===== config.mk =====
export PLATFORM = sky130hd
export DESIGN_NAME = tns_neigh
export DESIGN_NICKNAME = d
export VERILOG_FILES = /design/src/rtl/tns_pkg.sv /design/src/rtl/tns_neigh.sv
export SDC_FILE = /design/constraint.sdc
export NUM_CORES = 1
export LEC_CHECK = 0
export BUFFER_PORTS_ARGS = -buffer_cell sky130_fd_sc_hd__buf_2
export CELL_PAD_IN_SITES_DETAIL_PLACEMENT = 0
export CELL_PAD_IN_SITES_GLOBAL_PLACEMENT = 1
export CORE_MARGIN = 2
export CORE_UTILIZATION = 32
export DETAILED_ROUTE_END_ITERATION = 10
export GPL_TIMING_DRIVEN = 1
export PLACE_DENSITY_LB_ADDON = 0.1
export SLEW_MARGIN = 20
export SYNTH_ARGS = -nofsm -noshare
export SYNTH_HDL_FRONTEND = slang
export SYNTH_SLANG_ARGS = --single-unit

===== constraint.sdc =====
create_clock -name vclk -period 2.7
set_input_delay 0.27 -clock vclk [all_inputs]
set_output_delay 0.27 -clock vclk [all_outputs]
set_load 0.05 [all_outputs]

===== src/rtl/tns_pkg.sv =====
`default_nettype none
package tns_pkg;

    // lattice geometry
    localparam int MAX_SIDE = 64;
    localparam int IDX_W    = $clog2(MAX_SIDE);
    localparam int ADDR_W   = 2 * IDX_W;
    localparam int DEPTH    = MAX_SIDE * MAX_SIDE;
    localparam int SIDE_W   = 7;

    // value widths
    localparam int VAL_W    = 24;
    localparam int SUM_W    = 26;
    localparam int CELL_W   = 2 * VAL_W;

    // request kinds
    localparam logic REQ_WRITE = 1'b0;
    localparam logic REQ_QUERY = 1'b1;

    // status codes
    localparam logic ST_OK  = 1'b0;
    localparam logic ST_OOB = 1'b1;

    // bounds result and neighbor addresses of one item
    typedef struct packed {
        logic              oob;
        logic [ADDR_W-1:0] a_self;
        logic [ADDR_W-1:0] a_left;
        logic [ADDR_W-1:0] a_right;
        logic [ADDR_W-1:0] a_up;
        logic [ADDR_W-1:0] a_down;
    } tns_nbr_t;

endpackage
`default_nettype wire


===== src/rtl/tns_neigh.sv =====
`default_nettype none
module tns_neigh
    import tns_pkg::*;
(
    input  wire logic [SIDE_W-1:0] lattice_side,
    input  wire logic [IDX_W-1:0]  cell_row,
    input  wire logic [IDX_W-1:0]  cell_col,
    output tns_nbr_t               nbr
);

    logic [SIDE_W-1:0] side;
    logic [SIDE_W-1:0] side_m1;
    logic [IDX_W-1:0]  last;
    logic [IDX_W-1:0]  up;
    logic [IDX_W-1:0]  down;
    logic [IDX_W-1:0]  left;
    logic [IDX_W-1:0]  right;

    // saturate the side, side of zero flags everything
    always_comb
    begin
        side    = (lattice_side > SIDE_W'(MAX_SIDE)) ? SIDE_W'(MAX_SIDE) : lattice_side;
        side_m1 = side - SIDE_W'(1);
        last    = side_m1[IDX_W-1:0];
    end

    // periodic neighbor indexes
    always_comb
    begin
        up    = (cell_row != '0) ? cell_row - IDX_W'(1) : last;
        down  = ({1'b0, cell_row} < side_m1) ? cell_row + IDX_W'(1) : '0;
        left  = (cell_col != '0) ? cell_col - IDX_W'(1) : last;
        right = ({1'b0, cell_col} < side_m1) ? cell_col + IDX_W'(1) : '0;
    end

    // bounds check and row-major addresses
    always_comb
    begin
        nbr.oob     = ({1'b0, cell_row} >= side) || ({1'b0, cell_col} >= side);
        nbr.a_self  = {cell_row, cell_col};
        nbr.a_left  = {cell_row, left};
        nbr.a_right = {cell_row, right};
        nbr.a_up    = {up, cell_col};
        nbr.a_down  = {down, cell_col};
    end

endmodule
`default_nettype wire


==> results.sh <==
export IMPL_status="complete, no violations"
export IMPL_fin_ws_ns=0.1392
export IMPL_dieArea_um2=5380
export IMPL_vias=1583
export IMPL_grt_ovfl_total=0
export IMPL_grt_util_all_layers_pct=14.78
export IMPL_ant_nets=0
export IMPL_pre_cts_slack_ns=-0.08109
export IMPL_ios=80
export IMPL_crit_fanout=6
export IMPL_slowest_stage="maj3_1"
export IMPL_timing_slew_headroom_pct=68.05
export IMPL_whs_path_depth=2
export IMPL_nFlopsAndLatches=0
export IMPL_grt_pass1_vias=1369
export IMPL_place_area_um2=1789
export IMPL_critPathMaxStageDelay_ns=0.40
export IMPL_power_leakage_nw=0.9385
export IMPL_yosys_warnings=0
export IMPL_place_congestion=0.7767
export IMPL_power_density_nw_per_um2=301.4
export IMPL_synth_most_common_cell="buf_4"
export IMPL_viasPerCell=4.962
export IMPL_antenna_found_initial=0
export IMPL_first_pass_iters=4
export IMPL_drt_iter0_drc=71
export IMPL_syn_num_nets=265
export IMPL_finalCritPeriodShare_pct=94.84
export IMPL_synth_avg_cell_area_um2=6.932
export IMPL_min_path_type="in -> out"
export IMPL_holdBufCountCts=0
export IMPL_ir_drop_v=0.0001469
export IMPL_ys_seq_area_share_pct=0
export IMPL_fin_area_um2=1877
export IMPL_die_w_um=73.35
export IMPL_worst_path_buf_inv=2
export IMPL_synth_top_area_share_pct=19.51
export IMPL_crit_chain="buf_2, nor2_1, xor2_1, nor2_2, ha_1, a21oi_2, nand2_1, maj3_1, o211a_4, nor2_2, buf_4"
export IMPL_layout_min_cycle_time_ns=2.561
export IMPL_whs_endpoint="nbr[42]"
export IMPL_grt_start_max_net_pins=16
export IMPL_path_common_cell="nor2_2"
export IMPL_arrival_ns=2.29
export IMPL_drv_cap=0
export IMPL_drc=0
export IMPL_drive_gt1_share_pct=44.15
export IMPL_nNetsFinal=310
export IMPL_clock_buffers=0
export IMPL_dpl_hpwl_um=3260
export IMPL_wl_per_cell_um=12.78
export IMPL_cp_required_ns=2.43
export IMPL_syn_to_final_growth_pct=21.95
export IMPL_std_cell_rows=25
export IMPL_crit_family="adder cells"
export IMPL_worstMarginPinSlew_ns=0.4756
export IMPL_final_setup_tns_ns=0
export IMPL_startpoint_type="input port"
export IMPL_drt_total_wl_um=4078
export IMPL_regArea_um2=0
export IMPL_post_synth_num_cell_types=39
export IMPL_slew_violations=0
export IMPL_die_y_um=73.35
export IMPL_port_buffers=80
export IMPL_hp_start="cell_row[0]"
export IMPL_start_util_pct=32.80
export IMPL_synthCells=222
export IMPL_synth_common_cells="buf_4, ha_1, nand2_1, nor2_1"
export IMPL_worst_setup_path_type="in -> out"
export IMPL_hold_viol=0
export IMPL_yosysTopAreaCell="ha_1"
export IMPL_hold_ws_ns=0.9099
export IMPL_core_um2=4692
export IMPL_setup_viol=0
export IMPL_synth_area_leaders="ha_1, buf_4, xor2_1"
export IMPL_worstSetupEndpointType="output pin"
export IMPL_fmax_mhz=390.5
export IMPL_grt_pass1_wl_um=6589
export IMPL_synth_area_um2=1539
export IMPL_n_antenna_cell=0
[cells by family (layout without fill, tap and decap cells)]
logic type	count (synthesis)	in the layout	synth area share, %
xor+xnor	16	16	9.106
fa+ha+maj	26	26	20.81
simple gates	80	80	26.75
compound gates	42	42	18.70
mux	3	3	1.951
buf+inv	55	98	22.68
[final cells by class]
class | instances | area, um2
timing repair buffer | 93 | 558.0
multi-input combinational | 167 | 1232
tap | 54 | 67.56
fill | 525 | 2815
inverter | 5 | 18.77
[where the power goes]
part,switching (W),total [W],leakage [nW],internal (W)
clock network,0,0,0,0
registers,0,0,0,0
logic,0.000398,0.000566,0.939,0.000167
[cell usage in the layout, fill, tap and decap left out, drive strengths merged, types with 2 or more instances in the layout]
cell,count
a221oi,2
nor2b,8
and2,2
nor3,9
nor2,24
nand2b,4
xor2,9
nand3,6
nand2,19
ha,24
a22oi,2
nand3b,4
a211oi,2
xnor2,7
o21a,2
a21o,2
o211a,2
a21oi,9
o21ai,13
buf,93
mux2i,3
nor4,2
maj3,2
o22ai,2
inv,5
[metal layers]
layer / share of wire [%] / track usage, % / vias to the layer above
li1: - / - / 815
met2: 45 / 25.33 / 59
met3: 5.5 / 0.2743 / 0
met1: 50 / 21.81 / 709
met4: 0 / 0.4040 / 0
met5: 0 / 0 / -
[per-stage QoR]
stage	instances	total power [W]	utilization [%]
after floorplan	222	0.0004407	-
after global placement	319	0.0005357	38.13
after detailed placement	319	0.0005351	38.13
after CTS	319	0.0005449	38.51
after global routing	319	0.0006077	40.00
final	319	0.0005657	40.00
[worst max-delay path by stage]
| stage | startpoint | end | slack [ns] | cells after the start |
|---|---|---|---|---|
| 6_report | lattice_side[0] | nbr[9] | 0.14 | 11 |
| 5_1_grt | lattice_side[0] | nbr[9] | -0.02 | 11 |
| 4_1_cts | lattice_side[0] | nbr[27] | 0.02 | 11 |
| 3_5_place_dp | lattice_side[1] | nbr[7] | -0.08 | 11 |
| 3_3_place_gp | lattice_side[1] | nbr[11] | -0.08 | 11 |
| 2_1_floorplan | lattice_side[6] | nbr[25] | -0.12 | 9 |
[repair_timing]
action | in CTS | in global routing
endpoints found under the setup margin | 6 | 12
setup buffers | 0 | 0
pin swaps | 0 | 1
resized for setup | 8 | 26
No activity file was read; power rests on OpenSTA's default activity.
